[config.mk]
export PLATFORM = sky130hd
export DESIGN_NAME = binary_to_ascii_decimal
export DESIGN_NICKNAME = d
export VERILOG_FILES = /design/src/rtl/core/bta_pkg.sv /design/src/rtl/core/bta_bcd_conv.sv /design/src/rtl/core/bta_emit.sv /design/src/rtl/core/binary_to_ascii_decimal.sv
export SDC_FILE = /design/constraint.sdc
export NUM_CORES = 1
export LEC_CHECK = 0
export ABC_CLOCK_PERIOD_IN_PS = 8800
export BUFFER_PORTS_ARGS = -buffer_cell sky130_fd_sc_hd__buf_2
export CAP_MARGIN = 20
export CORE_UTILIZATION = 45
export CTS_BUF_LIST = sky130_fd_sc_hd__clkbuf_4
export DETAILED_ROUTE_END_ITERATION = 8
export GPL_TIMING_DRIVEN = 0
export MAX_ROUTING_LAYER = met4
export PLACE_DENSITY = 0.72
export REMOVE_ABC_BUFFERS = 1
export SLEW_MARGIN = 20
export SYNTH_ARGS = -nofsm -noshare
export SYNTH_HDL_FRONTEND = slang
export SYNTH_SLANG_ARGS = --single-unit
[constraint.sdc]
create_clock -name aclk -period 8.8 [get_ports aclk]
set_clock_uncertainty 0.15 [all_clocks]
set_input_delay 0.44 -clock aclk [delete_from_list [all_inputs] [get_ports aclk]]
set_output_delay 0.44 -clock aclk [all_outputs]
set_load 0.005 [all_outputs]
[src/rtl/core/bta_pkg.sv]
// Shared constants and types for the binary to ASCII decimal converter.
package bta_pkg;

    localparam int VALUE_W    = 32;
    localparam int COUNT_W    = 4;
    localparam int CHAR_W     = 8;
    localparam int DIGIT_W    = 4;
    localparam int MAX_DIGITS = 10;
    localparam int BCD_W      = DIGIT_W * MAX_DIGITS;
    localparam int BIT_CNT_W  = $clog2(VALUE_W + 1);
    localparam int POS_W      = $clog2(MAX_DIGITS);
    localparam int S_TDATA_W  = ((VALUE_W + COUNT_W + 7) / 8) * 8;
    localparam int M_TDATA_W  = CHAR_W;

    localparam logic [COUNT_W-1:0] MAX_COUNT  = COUNT_W'(MAX_DIGITS);
    localparam logic [CHAR_W-1:0]  ASCII_ZERO = 8'h30;

    typedef struct packed {
        logic             done;
        logic [BCD_W-1:0] digits;
    } bcd_result_t;

endpackage

[src/rtl/core/bta_bcd_conv.sv]
// Bit-serial shift-add-3 conversion of a binary value into packed BCD digits.
module bta_bcd_conv
    import bta_pkg::*;
(
    input  logic               aclk,
    input  logic               aresetn,
    input  logic               start,
    input  logic [VALUE_W-1:0] value,
    output bcd_result_t        result
);

    logic [VALUE_W-1:0]   bin_reg, bin_next;
    logic [BCD_W-1:0]     bcd_reg, bcd_next;
    logic [BIT_CNT_W-1:0] bit_cnt_reg, bit_cnt_next;
    logic                 busy_reg, busy_next;
    logic                 done_reg, done_next;
    logic [BCD_W-1:0]     adjusted;

    always_comb begin
        for (int i = 0; i < MAX_DIGITS; i++) begin
            if (bcd_reg[DIGIT_W*i +: DIGIT_W] >= 4'd5) begin
                adjusted[DIGIT_W*i +: DIGIT_W] = bcd_reg[DIGIT_W*i +: DIGIT_W] + 4'd3;
            end else begin
                adjusted[DIGIT_W*i +: DIGIT_W] = bcd_reg[DIGIT_W*i +: DIGIT_W];
            end
        end
    end

    always_comb begin
        bin_next     = bin_reg;
        bcd_next     = bcd_reg;
        bit_cnt_next = bit_cnt_reg;
        busy_next    = busy_reg;
        done_next    = 1'b0;
        if (start) begin
            bin_next     = value;
            bcd_next     = '0;
            bit_cnt_next = BIT_CNT_W'(VALUE_W);
            busy_next    = 1'b1;
        end else if (busy_reg) begin
            bcd_next     = {adjusted[BCD_W-2:0], bin_reg[VALUE_W-1]};
            bin_next     = {bin_reg[VALUE_W-2:0], 1'b0};
            bit_cnt_next = bit_cnt_reg - BIT_CNT_W'(1);
            if (bit_cnt_reg == BIT_CNT_W'(1)) begin
                busy_next = 1'b0;
                done_next = 1'b1;
            end
        end
    end

    always_ff @(posedge aclk) begin
        bin_reg     <= bin_next;
        bcd_reg     <= bcd_next;
        bit_cnt_reg <= bit_cnt_next;
        if (!aresetn) begin
            busy_reg <= 1'b0;
            done_reg <= 1'b0;
        end else begin
            busy_reg <= busy_next;
            done_reg <= done_next;
        end
    end

    assign result.done   = done_reg;
    assign result.digits = bcd_reg;

endmodule

[src/rtl/core/bta_emit.sv]
// Leading-quotient fold and character serializer with a registered output.
module bta_emit
    import bta_pkg::*;
(
    input  logic               aclk,
    input  logic               aresetn,
    input  bcd_result_t        result,
    input  logic [COUNT_W-1:0] count,
    output logic               finish,
    output logic               m_tvalid,
    input  logic               m_tready,
    output logic [CHAR_W-1:0]  m_tdata,   // [7:0] digit_char
    output logic               m_tlast,
    output logic               m_tuser    // [0] overflow
);

    localparam logic [1:0] E_IDLE   = 2'd0;
    localparam logic [1:0] E_HORNER = 2'd1;
    localparam logic [1:0] E_EMIT   = 2'd2;

    logic [1:0]         state_reg, state_next;
    logic [BCD_W-1:0]   shift_reg, shift_next;
    logic [POS_W-1:0]   pos_reg, pos_next;
    logic [COUNT_W-1:0] cnt_reg, cnt_next;
    logic [CHAR_W-1:0]  q_reg, q_next;
    logic               ovf_reg, ovf_next;
    logic               first_reg, first_next;
    logic               valid_reg, valid_next;
    logic [CHAR_W-1:0]  char_reg, char_next;
    logic               last_reg, last_next;
    logic               user_reg, user_next;
    logic               finish_next;
    logic [DIGIT_W-1:0] top_digit;
    logic [CHAR_W-1:0]  q_x10;
    logic               slot_free;

    assign top_digit = shift_reg[BCD_W-1 -: DIGIT_W];
    assign q_x10     = {q_reg[CHAR_W-4:0], 3'b000} + {q_reg[CHAR_W-2:0], 1'b0};
    assign slot_free = !valid_reg || m_tready;

    always_comb begin
        state_next  = state_reg;
        shift_next  = shift_reg;
        pos_next    = pos_reg;
        cnt_next    = cnt_reg;
        q_next      = q_reg;
        ovf_next    = ovf_reg;
        first_next  = first_reg;
        valid_next  = valid_reg;
        char_next   = char_reg;
        last_next   = last_reg;
        user_next   = user_reg;
        finish_next = 1'b0;
        if (valid_reg && m_tready) begin
            valid_next = 1'b0;
        end
        unique case (state_reg)
            E_IDLE: begin
                if (result.done) begin
                    shift_next = result.digits;
                    pos_next   = POS_W'(MAX_DIGITS - 1);
                    cnt_next   = count;
                    q_next     = '0;
                    ovf_next   = 1'b0;
                    first_next = 1'b1;
                    state_next = E_HORNER;
                end
            end
            E_HORNER: begin
                q_next     = q_x10 + {{(CHAR_W-DIGIT_W){1'b0}}, top_digit};
                ovf_next   = ovf_reg || ((top_digit != '0) && (pos_reg >= cnt_reg));
                shift_next = {shift_reg[BCD_W-DIGIT_W-1:0], {DIGIT_W{1'b0}}};
                pos_next   = pos_reg - POS_W'(1);
                if (pos_reg == cnt_reg - COUNT_W'(1)) begin
                    state_next = E_EMIT;
                end
            end
            E_EMIT: begin
                if (slot_free) begin
                    valid_next = 1'b1;
                    user_next  = ovf_reg;
                    last_next  = (cnt_reg == COUNT_W'(1));
                    if (first_reg) begin
                        char_next = q_reg + ASCII_ZERO;
                    end else begin
                        char_next  = {{(CHAR_W-DIGIT_W){1'b0}}, top_digit} + ASCII_ZERO;
                        shift_next = {shift_reg[BCD_W-DIGIT_W-1:0], {DIGIT_W{1'b0}}};
                    end
                    first_next = 1'b0;
                    cnt_next   = cnt_reg - COUNT_W'(1);
                    if (cnt_reg == COUNT_W'(1)) begin
                        finish_next = 1'b1;
                        state_next  = E_IDLE;
                    end
                end
            end
            default: begin
                state_next = E_IDLE;
            end
        endcase
    end

    always_ff @(posedge aclk) begin
        shift_reg <= shift_next;
        pos_reg   <= pos_next;
        cnt_reg   <= cnt_next;
        q_reg     <= q_next;
        ovf_reg   <= ovf_next;
        first_reg <= first_next;
        char_reg  <= char_next;
        last_reg  <= last_next;
        user_reg  <= user_next;
        if (!aresetn) begin
            state_reg <= E_IDLE;
            valid_reg <= 1'b0;
        end else begin
            state_reg <= state_next;
            valid_reg <= valid_next;
        end
    end

    assign finish   = finish_next;
    assign m_tvalid = valid_reg;
    assign m_tdata  = char_reg;
    assign m_tlast  = last_reg;
    assign m_tuser  = user_reg;

endmodule

[src/rtl/core/binary_to_ascii_decimal.sv]
// Top level of the binary to fixed-width ASCII decimal converter.
// Usage:
//   The slave channel takes one request: s_tdata[31:0] is the unsigned value,
//   s_tdata[35:32] the number of characters (1..10, larger counts act as 10,
//   zero emits nothing). The master channel returns that many ASCII
//   characters, most significant first; m_tlast marks the final one and
//   m_tuser is the overflow flag, high on every character of a run whose
//   leading quotient exceeded 9 (that character then wraps modulo 256).
// Timing:
//   A 32-step shift-add-3 loop converts the value, then the leading
//   quotient is folded in digit by digit, then one character per
//   cycle leaves through the output register while m_tready allows it.
//   No new request is taken while a conversion or its characters run.
//   s_tready rises again once the last character is loaded, so the next
//   conversion overlaps a final character that is still waiting.
// Reset and stall:
//   aresetn is synchronous, active low, and empties the block. While m_tready
//   is low a waiting output character holds and character generation pauses.
module binary_to_ascii_decimal
    import bta_pkg::*;
(
    input  logic                 aclk,
    input  logic                 aresetn,
    input  logic                 s_tvalid,
    output logic                 s_tready,
    input  logic [S_TDATA_W-1:0] s_tdata,   // [31:0] value, [35:32] digit_count
    output logic                 m_tvalid,
    input  logic                 m_tready,
    output logic [M_TDATA_W-1:0] m_tdata,   // [7:0] digit_char
    output logic                 m_tlast,
    output logic                 m_tuser    // [0] overflow
);

    localparam logic [1:0] ST_IDLE = 2'd0;
    localparam logic [1:0] ST_CONV = 2'd1;
    localparam logic [1:0] ST_EMIT = 2'd2;

    logic [1:0]         state_reg, state_next;
    logic [COUNT_W-1:0] count_reg, count_next;
    logic [COUNT_W-1:0] req_count, sat_count;
    logic               s_fire, conv_start, emit_finish;
    bcd_result_t        conv_result;

    assign s_tready  = (state_reg == ST_IDLE);
    assign s_fire    = s_tvalid && s_tready;
    assign req_count = s_tdata[VALUE_W +: COUNT_W];
    assign sat_count = (req_count > MAX_COUNT) ? MAX_COUNT : req_count;
    assign conv_start = s_fire && (sat_count != '0);

    always_comb begin
        state_next = state_reg;
        count_next = count_reg;
        unique case (state_reg)
            ST_IDLE: begin
                if (conv_start) begin
                    count_next = sat_count;
                    state_next = ST_CONV;
                end
            end
            ST_CONV: begin
                if (conv_result.done) begin
                    state_next = ST_EMIT;
                end
            end
            ST_EMIT: begin
                if (emit_finish) begin
                    state_next = ST_IDLE;
                end
            end
            default: begin
                state_next = ST_IDLE;
            end
        endcase
    end

    always_ff @(posedge aclk) begin
        count_reg <= count_next;
        if (!aresetn) begin
            state_reg <= ST_IDLE;
        end else begin
            state_reg <= state_next;
        end
    end

    bta_bcd_conv u_conv (
        .aclk    (aclk),
        .aresetn (aresetn),
        .start   (conv_start),
        .value   (s_tdata[VALUE_W-1:0]),
        .result  (conv_result)
    );

    bta_emit u_emit (
        .aclk     (aclk),
        .aresetn  (aresetn),
        .result   (conv_result),
        .count    (count_reg),
        .finish   (emit_finish),
        .m_tvalid (m_tvalid),
        .m_tready (m_tready),
        .m_tdata  (m_tdata),
        .m_tlast  (m_tlast),
        .m_tuser  (m_tuser)
    );

endmodule

==> run summary, run 1 <==
• **start point of the worst min-delay path** s_tdata[15]
• **total iterations of the first detailed-routing run** 4
• **CTS Root Buffer Type** sky130_fd_sc_hd__clkbuf_4
• **sequential element share of the synthesized area** 54.47%
• **detailed-route via count** 4,872
• **cell area after layout** 8715 µm²
• **count of pins over their slew limit** 0
• **Leakage Power** 3.372 nW
• **Syn-to-layout area delta** 13.45%
• **measured slew at the worst slew-check pin** 789.5 ps
• **total overflow reported by the global router** 0
• **Final setup viols** 0
• **met1 wire length** 5.726 mm
• **Post-CTS Setup Inserts** 0
• **Critical Path Fanout Max** 47
• **met3 WL** 420 µm
• **pin count of the biggest net entering global routing** 71
• **setup repair after global routing missed its margin** false
• **final weighted congestion in routability-driven placement** 0.8290
• **start of the worst register-to-register path** u_emit.state_reg[0]$_SDFFE_PN0P_
• **largest buffer count on any clock path** 2
• **net count reported at finish** 812
• **category of the most critical setup path** input port to register
• **register area** 4188 µm²
• **Cell Area, Synth** 7681 µm²
• **overall die width** 132.7 µm
• **Top Layer Used** met4
• **number of different library cells in the post-synthesis netlist** 46
• **per-cell via count in the routed design** 5.102
• **# diodes** 0
• **placed cell count** 898
• **overall die area** 17,600 µm²
• **top cells by area in the synthesized netlist** sky130_fd_sc_hd__edfxtp_1, sky130_fd_sc_hd__dfxtp_1, sky130_fd_sc_hd__ha_1
• **remaining antenna violation count after routing** 0
• **number of global-route vias before repair** 5,048
• **Routed Wire Length** 13.24 mm
• **utilization of the core after routing** 52.36%
• **hold-critical path depth** 2
• **H-tree level count** 4
• **number of buffers inserted by port buffering** 51
• **setup tns final** 0 ps
• **number of flip-flops and latches in the synthesized netlist** 157
• **commonest cells after routing, fill and taps aside** sky130_fd_sc_hd__edfxtp_1, sky130_fd_sc_hd__dfxtp_1, sky130_fd_sc_hd__buf_2
• **fraction of layout instances using a drive strength above 1** 20.00%
• **first-pass GRT wire length** 22.55 mm
• **critical path arrival** 2780 ps
• **total core area** 16,640 µm²
• **average cell area after synthesis** 11.82 µm²
• **# resized after CTS** 0
• **fraction of registers with async set or reset after synthesis** 0%
• **Post-CTS Hold Fix Bufs** 25
• **cell taking the most area after synthesis** sky130_fd_sc_hd__edfxtp_1
• **number of buffers added by the clock tree synthesis step** 17
• **commonest non-fill, non-tap cell in the layout** sky130_fd_sc_hd__edfxtp_1
• **setup slack on the worst flop-to-flop path** 6120 ps
• **Hold/Removal Path Class** input port to register
• **clock-pin slew of the registers on the worst-case setup and hold paths** 130 ps
• **number of warning messages in the yosys log** 0
• **fillcell total** 1,398
• **Fmax achieved** 367.5 MHz
• **kind of end point of the critical path** register
• **starting utilization of the core area** 46.15%
• **average wire per standard cell** 13.87 µm
• **portion of synthesized cell area occupied by the leading cell type** 40.66%
• **Post-DP Area** 8189 µm²
• **met2 wire len** 6.934 mm
• **Worst Setup Start Kind** input port
• **worst reg2reg endpoint** u_emit.shift_reg[2]$_SDFFCE_PN0P_
• **Post-Place Setup Slack** 5997 ps
• **number of antenna violations at the first check in global routing** 0
• **max-cap viol count** 0
• **post-DP HPWL** 8.888 mm
• **total power per unit cell area** 194.6 nW/µm²
• **global routing usage summed across all routing layers** 16.39%
• **number of cell instances on the worst register-to-register path** 7
• **number of enable-type register cells in the synthesized netlist** 104
• **number of instances in the synthesized netlist** 650
• **Worst slew margin** 47.36%
• **drt initial violations** 296
• **number of top-level pins** 56
• **Final Hold Vio Count** 0
• **clock sink count** 157
• **Main synth FF type** sky130_fd_sc_hd__edfxtp_1
• **Die Ht** 132.7 µm
• **Final WS setup** 6079 ps
• **CTS tree** done
• **fin crit period** 2721 ps
• **data required time of the worst path** 8850 ps
• **share of the clock period used by the worst path after layout** 30.92%
• **maximum vdd drop** 0.1296 mV
• **later-pin clock latency in the skew report** 540 ps
• **final standard cell count with taps included and fillers excluded** 955
• **outcome** complete, no violations
• **multi-input logic area** 3247 µm²
• **Std-Cell Rows** 47
• **hold worst-path end** u_conv.bin_reg[15]$_DFFE_PP_
• **DRC violations left** 0
-- Yosys cell counts, types with 3 or more instances --
master,count
sky130_fd_sc_hd__edfxtp_1,104
sky130_fd_sc_hd__mux2_2,34
sky130_fd_sc_hd__nand2b_1,21
sky130_fd_sc_hd__nor2b_1,8
sky130_fd_sc_hd__buf_1,5
sky130_fd_sc_hd__nand3_1,15
sky130_fd_sc_hd__mux2_4,20
sky130_fd_sc_hd__a21oi_1,39
sky130_fd_sc_hd__dfxtp_1,53
sky130_fd_sc_hd__buf_6,3
sky130_fd_sc_hd__nor3b_1,6
sky130_fd_sc_hd__clkbuf_1,17
sky130_fd_sc_hd__o21ai_0,45
sky130_fd_sc_hd__ha_1,44
sky130_fd_sc_hd__xor2_1,6
sky130_fd_sc_hd__o211ai_1,3
sky130_fd_sc_hd__a21o_1,7
sky130_fd_sc_hd__mux2i_1,25
sky130_fd_sc_hd__nor2_1,38
sky130_fd_sc_hd__nand2_1,43
sky130_fd_sc_hd__xnor2_1,24
sky130_fd_sc_hd__inv_1,39
sky130_fd_sc_hd__a211oi_1,8
sky130_fd_sc_hd__nor3_1,4
sky130_fd_sc_hd__and2_1,13
-- stage by stage --
stage / total power (W) / hold WS (ps)
2_1_floorplan: 0.001197 / 292.2
3_3_place_gp: 0.001260 / 310.2
3_5_place_dp: 0.001283 / 326.6
4_1_cts: 0.001713 / 0.06090
5_1_grt: 0.001794 / 2.018
6_report: 0.001696 / 50.61
-- metal layers --
layer / global-route usage [%] / up-vias
met1: 17.99 / 2317
met3: 3.793 / 15
li1: - / 2453
met4: 4.853 / 0
met2: 29.42 / 87
met5: - / -
-- how the worst max path moves through the flow --
stage,from,end,depth (start not counted)
final,s_tdata[33],u_conv.bin_reg[23]$_DFFE_PP_,6
after global routing,u_emit.state_reg[0]$_SDFFE_PN0P_,u_emit.shift_reg[2]$_SDFFCE_PN0P_,7
after CTS,u_emit.state_reg[0]$_SDFFE_PN0P_,u_emit.shift_reg[2]$_SDFFCE_PN0P_,7
after detailed placement,s_tdata[34],u_conv.bin_reg[25]$_DFFE_PP_,5
after global placement,u_emit.state_reg[0]$_SDFFE_PN0P_,u_emit.shift_reg[2]$_SDFFCE_PN0P_,5
after floorplan,u_emit.state_reg[0]$_SDFFE_PN0P_,u_emit.shift_reg[0]$_SDFFCE_PN0P_,5
-- area by class of cell --
type                    count  share of cell area [%]
inverters                  40                   1.723
well taps                 220                   3.159
clock buffers              17                   1.464
multi-input cells         426                   37.26
flip-flops and latches    157                   48.05
repair buffers             80                   6.648
clock inverters            15                   1.694
-- power by group --
group	total, W	switching [W]	leakage (nW)	internal [W]
combinational	0.000296	0.000148	1.81	0.000148
clock	0.000422	0.000254	0.151	0.000167
sequential	0.000978	0.0000656	1.41	0.000912
-- worst max-delay path, stage by stage --
cell and delay, ps:
sky130_fd_sc_hd__dlygate4sd3_1 530, sky130_fd_sc_hd__buf_2 130, sky130_fd_sc_hd__or2_0 230, sky130_fd_sc_hd__o311a_4 520, sky130_fd_sc_hd__buf_16 280, sky130_fd_sc_hd__or2_2 610
-- logic make-up after synthesis --
kind of cell    share of synthesized area, %
compound gates                         8.422
xor+xnor                               3.421
fa+ha+maj                              7.689
buf+inv                                3.600
flops                                  54.47
mux                                    12.30
simple gates                           10.10
Power figures use the tool's default switching activity.
==> run 2: changes to the inputs <==
--- a/config.mk
+++ b/config.mk
@@ -5,7 +5,7 @@
 export SDC_FILE = /design/constraint.sdc
 export NUM_CORES = 1
 export LEC_CHECK = 0
-export ABC_CLOCK_PERIOD_IN_PS = 8800
+export ABC_CLOCK_PERIOD_IN_PS = 2600
 export BUFFER_PORTS_ARGS = -buffer_cell sky130_fd_sc_hd__buf_2
 export CAP_MARGIN = 20
 export CORE_UTILIZATION = 45
==> constraint.sdc (replaced) <==
create_clock -name aclk -period 2.6 [get_ports aclk]
set_clock_uncertainty 0.15 [all_clocks]
set_input_delay 0.13 -clock aclk [delete_from_list [all_inputs] [get_ports aclk]]
set_output_delay 0.13 -clock aclk [all_outputs]
set_load 0.005 [all_outputs]
==> run 2 against run 1 <==
Hold slack better by 170 ps. Via count is 2.0% higher. Largest power group unchanged. Clock-buffer cell count stayed put. First-iteration DRC count is 5.1% lower. Sequential share of layout area is 0.94 points lower. Worst setup slack worse by 5900 ps. Critical path depth is 3 higher. Power grew to 3.4 times the previous value. Sequential power grew to 3.4 times the previous value. Highest routed layer unchanged.
==> run summary, run 2 (synthesis gave the netlist of run 1 again) <==
• **Fmax achieved** 407.2 MHz
• **setup tns final** 0 ps
• **post-DP HPWL** 8.888 mm
• **commonest non-fill, non-tap cell in the layout** sky130_fd_sc_hd__edfxtp_1
• **Final Hold Vio Count** 0
• **placed cell count** 898
• **critical path arrival** 2610 ps
• **Final setup viols** 0
• **Worst Setup SP** u_emit.q_reg[0]$_SDFFCE_PN0P_
• **total overflow reported by the global router** 0
• **total core area** 16,640 µm²
• **starting utilization of the core area** 46.15%
• **Critical Path Fanout Max** 3
• **worst setup path end** u_emit.q_reg[7]$_SDFFCE_PN0P_
• **net count reported at finish** 829
• **start of the worst register-to-register path** u_emit.q_reg[0]$_SDFFCE_PN0P_
• **drt initial violations** 281
• **average wire per standard cell** 13.82 µm
• **number of antenna violations at the first check in global routing** 0
• **data required time of the worst path** 2760 ps
• **later-pin clock latency in the skew report** 540 ps
• **overall die area** 17,600 µm²
• **final standard cell count with taps included and fillers excluded** 972
• **commonest cells after routing, fill and taps aside** sky130_fd_sc_hd__edfxtp_1, sky130_fd_sc_hd__dfxtp_1, sky130_fd_sc_hd__buf_2
• **category of the most critical setup path** register to register
• **Tot Pwr** 0.005777 W
• **cell occurring most often along the worst timing path** sky130_fd_sc_hd__inv_1
• **Worst path max stage delay** 530 ps
• **met2 wire len** 7.024 mm
• **number of buffers added by the clock tree synthesis step** 17
• **overall die width** 132.7 µm
• **met3 WL** 471 µm
• **Leakage Power** 3.444 nW
• **Hold/Removal Path Class** input port to register
• **Worst slew margin** 46.88%
• **number of top-level pins** 56
• **Worst Setup Start Kind** register
• **per-cell via count in the routed design** 5.111
• **met1 wire length** 5.757 mm
• **setup repair after global routing missed its margin** false
• **first-pass GRT wire length** 22.85 mm
• **largest buffer count on any clock path** 2
• **DRC violations left** 0
• **share of the clock period used by the worst path after layout** 94.46%
• **global routing usage summed across all routing layers** 16.61%
• **# diodes** 0
• **clock-pin slew of the registers on the worst-case setup and hold paths** 130 ps
• **clock sink count** 157
• **H-tree level count** 4
• **WP buf/inv** 2
• **max-cap viol count** 0
• **Std-Cell Rows** 47
• **outcome** complete, no violations
• **critical path cell sequence** inv_1 -> fa_1 -> inv_1 -> ha_1 -> a21o_1 -> a21oi_2 -> o21ai_1 -> xnor2_1 -> and2_1
• **CTS Root Buffer Type** sky130_fd_sc_hd__clkbuf_4
• **remaining antenna violation count after routing** 0
• **Die Ht** 132.7 µm
• **fin crit period** 2456 ps
• **Post-Place Setup Slack** -86.77 ps
• **slowest stage cell, crit path** sky130_fd_sc_hd__fa_1
• **total iterations of the first detailed-routing run** 4
• **final weighted congestion in routability-driven placement** 0.8290
• **kind of end point of the critical path** register
• **measured slew at the worst slew-check pin** 796.7 ps
• **logic depth of the worst setup path including buffers** 9
• **worst reg2reg endpoint** u_emit.q_reg[7]$_SDFFCE_PN0P_
• **number of global-route vias before repair** 5,083
• **CTS tree** done
• **count of pins over their slew limit** 0
• **Final WS setup** 143.9 ps
• **number of buffers inserted by port buffering** 51
• **maximum vdd drop** 0.4463 mV
• **detailed-route via count** 4,968
• **fraction of layout instances using a drive strength above 1** 20.08%
• **number of cell instances on the worst register-to-register path** 9
• **Syn-to-layout area delta** 15.72%
• **total power per unit cell area** 649.9 nW/µm²
• **Top Layer Used** met4
• **setup slack on the worst flop-to-flop path** 140 ps
• **pin count of the biggest net entering global routing** 71
• **Routed Wire Length** 13.43 mm
• **Top Family by Delay on Critical Path** adder cells
[run 2: cell types whose count changed in the layout (fill, tap and decap cells not counted), sizes merged]
cell         before  now
dlygate4sd3      25   40
buf              55   57
[run 2: power by group]
part,leakage (nW),internal (W),switching (W)
sequential,1.41,0.00309,0.000223
combinational,1.88,0.000527,0.000510
clock,0.151,0.000566,0.000863
[run 2: how the worst min path moves through the flow]
stage	from	to	slack (ps)	cells after the start
2_1_floorplan	s_tdata[35]	count_reg[3]$_DFFE_PP_	80	0
3_3_place_gp	s_tdata[35]	count_reg[3]$_DFFE_PP_	210	1
3_5_place_dp	s_tdata[35]	count_reg[3]$_DFFE_PP_	230	1
4_1_cts	s_tdata[35]	count_reg[3]$_DFFE_PP_	170	2
5_1_grt	s_tdata[35]	count_reg[3]$_DFFE_PP_	200	2
6_report	s_tdata[35]	count_reg[3]$_DFFE_PP_	220	2
[run 2: through the flow]
| stage | util [%] | cell area (µm²) | hold WS (ps) |
|---|---|---|---|
| 2_1_floorplan | - | 7555 | 78.87 |
| 3_3_place_gp | 48.58 | 8085 | 211.6 |
| 3_5_place_dp | 49.21 | 8189 | 227.7 |
| 4_1_cts | 53.33 | 8875 | 174.8 |
| 5_1_grt | 53.41 | 8889 | 195.4 |
| 6_report | 53.41 | 8889 | 217.0 |
[run 2: final cells by class]
type / count / area (µm²)
Timing Repair Buffer: 97 / 744.5
Clock inverter: 15 / 147.6
Sequential cell: 157 / 4188
Tap cell: 220 / 275.3
Inverter: 40 / 150.1
Clock buffer: 17 / 127.6
Fill cell: 1373 / 7754
Multi-Input combinational cell: 426 / 3256
[run 2: per-layer routing]
layer  global-route usage, %  up-vias
met1                   18.43     2372
met3                   3.793       16
met5                       -        -
met2                   29.65       98
li1                        -     2482
met4                   4.853        0
[run 2: what timing repair did]
item                                    CTS  global route
endpoints found under the setup margin   48             2
hold endpoints to repair                 70             0
pin swaps                                 1             1
setup buffers                             1             1
hold buffers                             40             0
resized for setup                         1             3
==> run 3: changes to the inputs <==
--- a/config.mk
+++ b/config.mk
@@ -14,6 +14,7 @@
 export GPL_TIMING_DRIVEN = 0
 export MAX_ROUTING_LAYER = met4
 export PLACE_DENSITY = 0.72
+export RECOVER_POWER = 50
 export REMOVE_ABC_BUFFERS = 1
 export SLEW_MARGIN = 20
 export SYNTH_ARGS = -nofsm -noshare
==> run 3 against run 2 <==
Largest cell class unchanged. Routed wire length increased by 0.48%. Clock power about the same. Design area is 0.11% lower. Hold slack better by 21 ps. Core utilization is 0.060 points lower. Global-route usage stayed put. Combinational power is essentially flat. Via count decreased by 0.10%. Maximum frequency shrank 1.7%. Sequential power is essentially flat. Non-clock buffer count stayed put.
==> run summary, run 3 (synthesis gave the netlist of run 1 again) <==
• **kind of end point of the critical path** register
• **total overflow reported by the global router** 0
• **drt initial violations** 274
• **CTS tree** done
• **Routed Wire Length** 13.50 mm
• **number of global-route vias before repair** 5,083
• **Fin Hold WS** 238.0 ps
• **number of buffers added by the clock tree synthesis step** 17
• **clock sink count** 157
• **share of total power in combinational logic** 17.9%
• **CTS Root Buffer Type** sky130_fd_sc_hd__clkbuf_4
• **final weighted congestion in routability-driven placement** 0.8290
• **setup tns final** 0 ps
• **outcome** complete, no violations
• **number of antenna violations at the first check in global routing** 0
• **commonest non-fill, non-tap cell in the layout** sky130_fd_sc_hd__edfxtp_1
• **per-cell via count in the routed design** 5.101
• **commonest cells after routing, fill and taps aside** sky130_fd_sc_hd__edfxtp_1, sky130_fd_sc_hd__dfxtp_1, sky130_fd_sc_hd__o21ai_0, sky130_fd_sc_hd__ha_1
• **max-cap viol count** 0
• **WP buf/inv** 4
• **pin count of the biggest net entering global routing** 71
• **Hold/Removal Path Class** input port to register
• **setup repair after global routing missed its margin** false
• **clock share of power** 24.8%
• **fraction of layout instances using a drive strength above 1** 18.48%
• **Critical Path Fanout Max** 16
• **Std-Cell Rows** 47
• **H-tree level count** 4
• **Leakage Power** 3.422 nW
• **share of total power consumed by net switching** 27.72%
• **overall die width** 132.7 µm
• **starting utilization of the core area** 46.15%
• **share of power burned in registers** 57.3%
• **DRC violations left** 0
• **critical path cell sequence** inv_1 -> ha_1 -> inv_1 -> o22ai_1 -> a211oi_4 -> buf_6 -> buf_8
• **Syn-to-layout area delta** 15.59%
• **cell occurring most often along the worst timing path** sky130_fd_sc_hd__inv_1
• **Worst slew margin** 47.11%
• **cell-internal power** 0.004177 W
• **reported net switching power** 0.001602 W
• **total core area** 16,640 µm²
• **total power per unit cell area** 650.8 nW/µm²
• **overall die area** 17,600 µm²
• **maximum vdd drop** 0.4465 mV
• **remaining antenna violation count after routing** 0
• **clock-pin slew of the registers on the worst-case setup and hold paths** 130 ps
• **detailed-route via count** 4,963
• **number of top-level pins** 56
• **largest buffer count on any clock path** 2
• **fin crit period** 2497 ps
• **average wire per standard cell** 13.87 µm
• **critical path arrival** 2620 ps
• **Die Ht** 132.7 µm
• **data required time of the worst path** 2720 ps
• **category of the most critical setup path** register to register
• **Worst path max stage delay** 430 ps
• **Final setup viols** 0
• **Final Hold Vio Count** 0
• **measured slew at the worst slew-check pin** 793.4 ps
• **number of buffers inserted by port buffering** 51
• **net count reported at finish** 829
• **share of the clock period used by the worst path after layout** 96.05%
• **count of pins over their slew limit** 0
• **global routing usage summed across all routing layers** 16.61%
• **total iterations of the first detailed-routing run** 4
• **Top Family by Delay on Critical Path** buffers and inverters
• **first-pass GRT wire length** 22.85 mm
• **Fmax achieved** 400.4 MHz
• **Worst Setup Start Kind** register
• **post-DP HPWL** 8.888 mm
• **later-pin clock latency in the skew report** 550 ps
• **slowest stage cell, crit path** sky130_fd_sc_hd__dfxtp_1
## run 3: cell count changes in the layout (fill, tap and decap cells not counted)
cell,previous run,this run
sky130_fd_sc_hd__and2_0,0,4
sky130_fd_sc_hd__and2_1,13,9
sky130_fd_sc_hd__buf_1,0,1
sky130_fd_sc_hd__buf_2,51,43
sky130_fd_sc_hd__clkbuf_1,0,7
sky130_fd_sc_hd__diode_2,0,1
sky130_fd_sc_hd__ha_1,43,44
sky130_fd_sc_hd__ha_2,1,0
sky130_fd_sc_hd__inv_1,39,40
sky130_fd_sc_hd__inv_2,1,0
sky130_fd_sc_hd__mux2_1,1,3
sky130_fd_sc_hd__mux2_2,34,32
## run 3: power by group through the flow
| stage | Sequential, W | Combinational [W] | Clock, W |
|---|---|---|---|
| after floorplan | 0.00330 | 0.000751 | 0 |
| after global placement | 0.00333 | 0.000894 | 0 |
| after CTS | 0.00331 | 0.00103 | 0.00147 |
| final | 0.00331 | 0.00104 | 0.00143 |
| after detailed placement | 0.00336 | 0.000976 | 0 |
| after global routing | 0.00336 | 0.00117 | 0.00158 |
## run 3: worst paths after layout
path	from	to	slack, ps	cells after the start
worst max-delay path	u_emit.state_reg[0]$_SDFFE_PN0P_	u_emit.shift_reg[2]$_SDFFCE_PN0P_	100	7
worst min register to register	u_conv.bit_cnt_reg[1]$_SDFFE_PP0P_	u_conv.bit_cnt_reg[1]$_SDFFE_PP0P_	350	2
worst min-delay path	s_tdata[0]	u_conv.bin_reg[0]$_SDFFCE_PN0P_	240	3
worst max register to register	u_emit.state_reg[0]$_SDFFE_PN0P_	u_emit.shift_reg[2]$_SDFFCE_PN0P_	100	7
## run 3: layout make-up
class	count	area, µm²
Fill cell	1378	7764
Sequential cell	157	4188
Multi-Input combinational cell	426	3253
Timing Repair Buffer	97	734.5
Tap cell	220	275.3
Inverter	40	150.1
Clock inverter	15	147.6
Clock buffer	17	127.6
Antenna cell	1	2.502
## run 3: metrics by stage
step / util (%) / std cells / total power, W / setup slack (ps) / instance area [µm²]
after floorplan: - / 623 / 0.004052 / -1977 / 7555
after global placement: 48.58 / 894 / 0.004227 / -3152 / 8085
after detailed placement: 49.21 / 898 / 0.004341 / -86.77 / 8189
after CTS: 53.33 / 971 / 0.005819 / 13.81 / 8875
after global routing: 53.33 / 972 / 0.006100 / 2.087 / 8876
final: 53.35 / 973 / 0.005778 / 102.7 / 8879
## run 3: repair_timing
item                                    CTS  global route
endpoints found under the setup margin   48             2
setup buffers                             1             1
endpoints found under the hold margin    70             0
hold buffers                             40             0
gates resized for setup                   1             3
pin swaps                                 1             1
## run 3: worst register-to-register path: stages, from the launching register on
cell                       delay, ps
sky130_fd_sc_hd__dfxtp_1         430
sky130_fd_sc_hd__inv_1           100
sky130_fd_sc_hd__ha_1            320
sky130_fd_sc_hd__inv_1           280
sky130_fd_sc_hd__o22ai_1         200
sky130_fd_sc_hd__a211oi_4        330
sky130_fd_sc_hd__buf_6           230
sky130_fd_sc_hd__buf_8           190
## run 3: metal layers
metal	track usage, %	vias to the layer above	part of all wire (%)
met5	-	-	0
met4	4.853	0	1.3
met3	3.793	18	2.8
met2	29.65	87	52
met1	18.43	2374	44
li1	-	2484	-
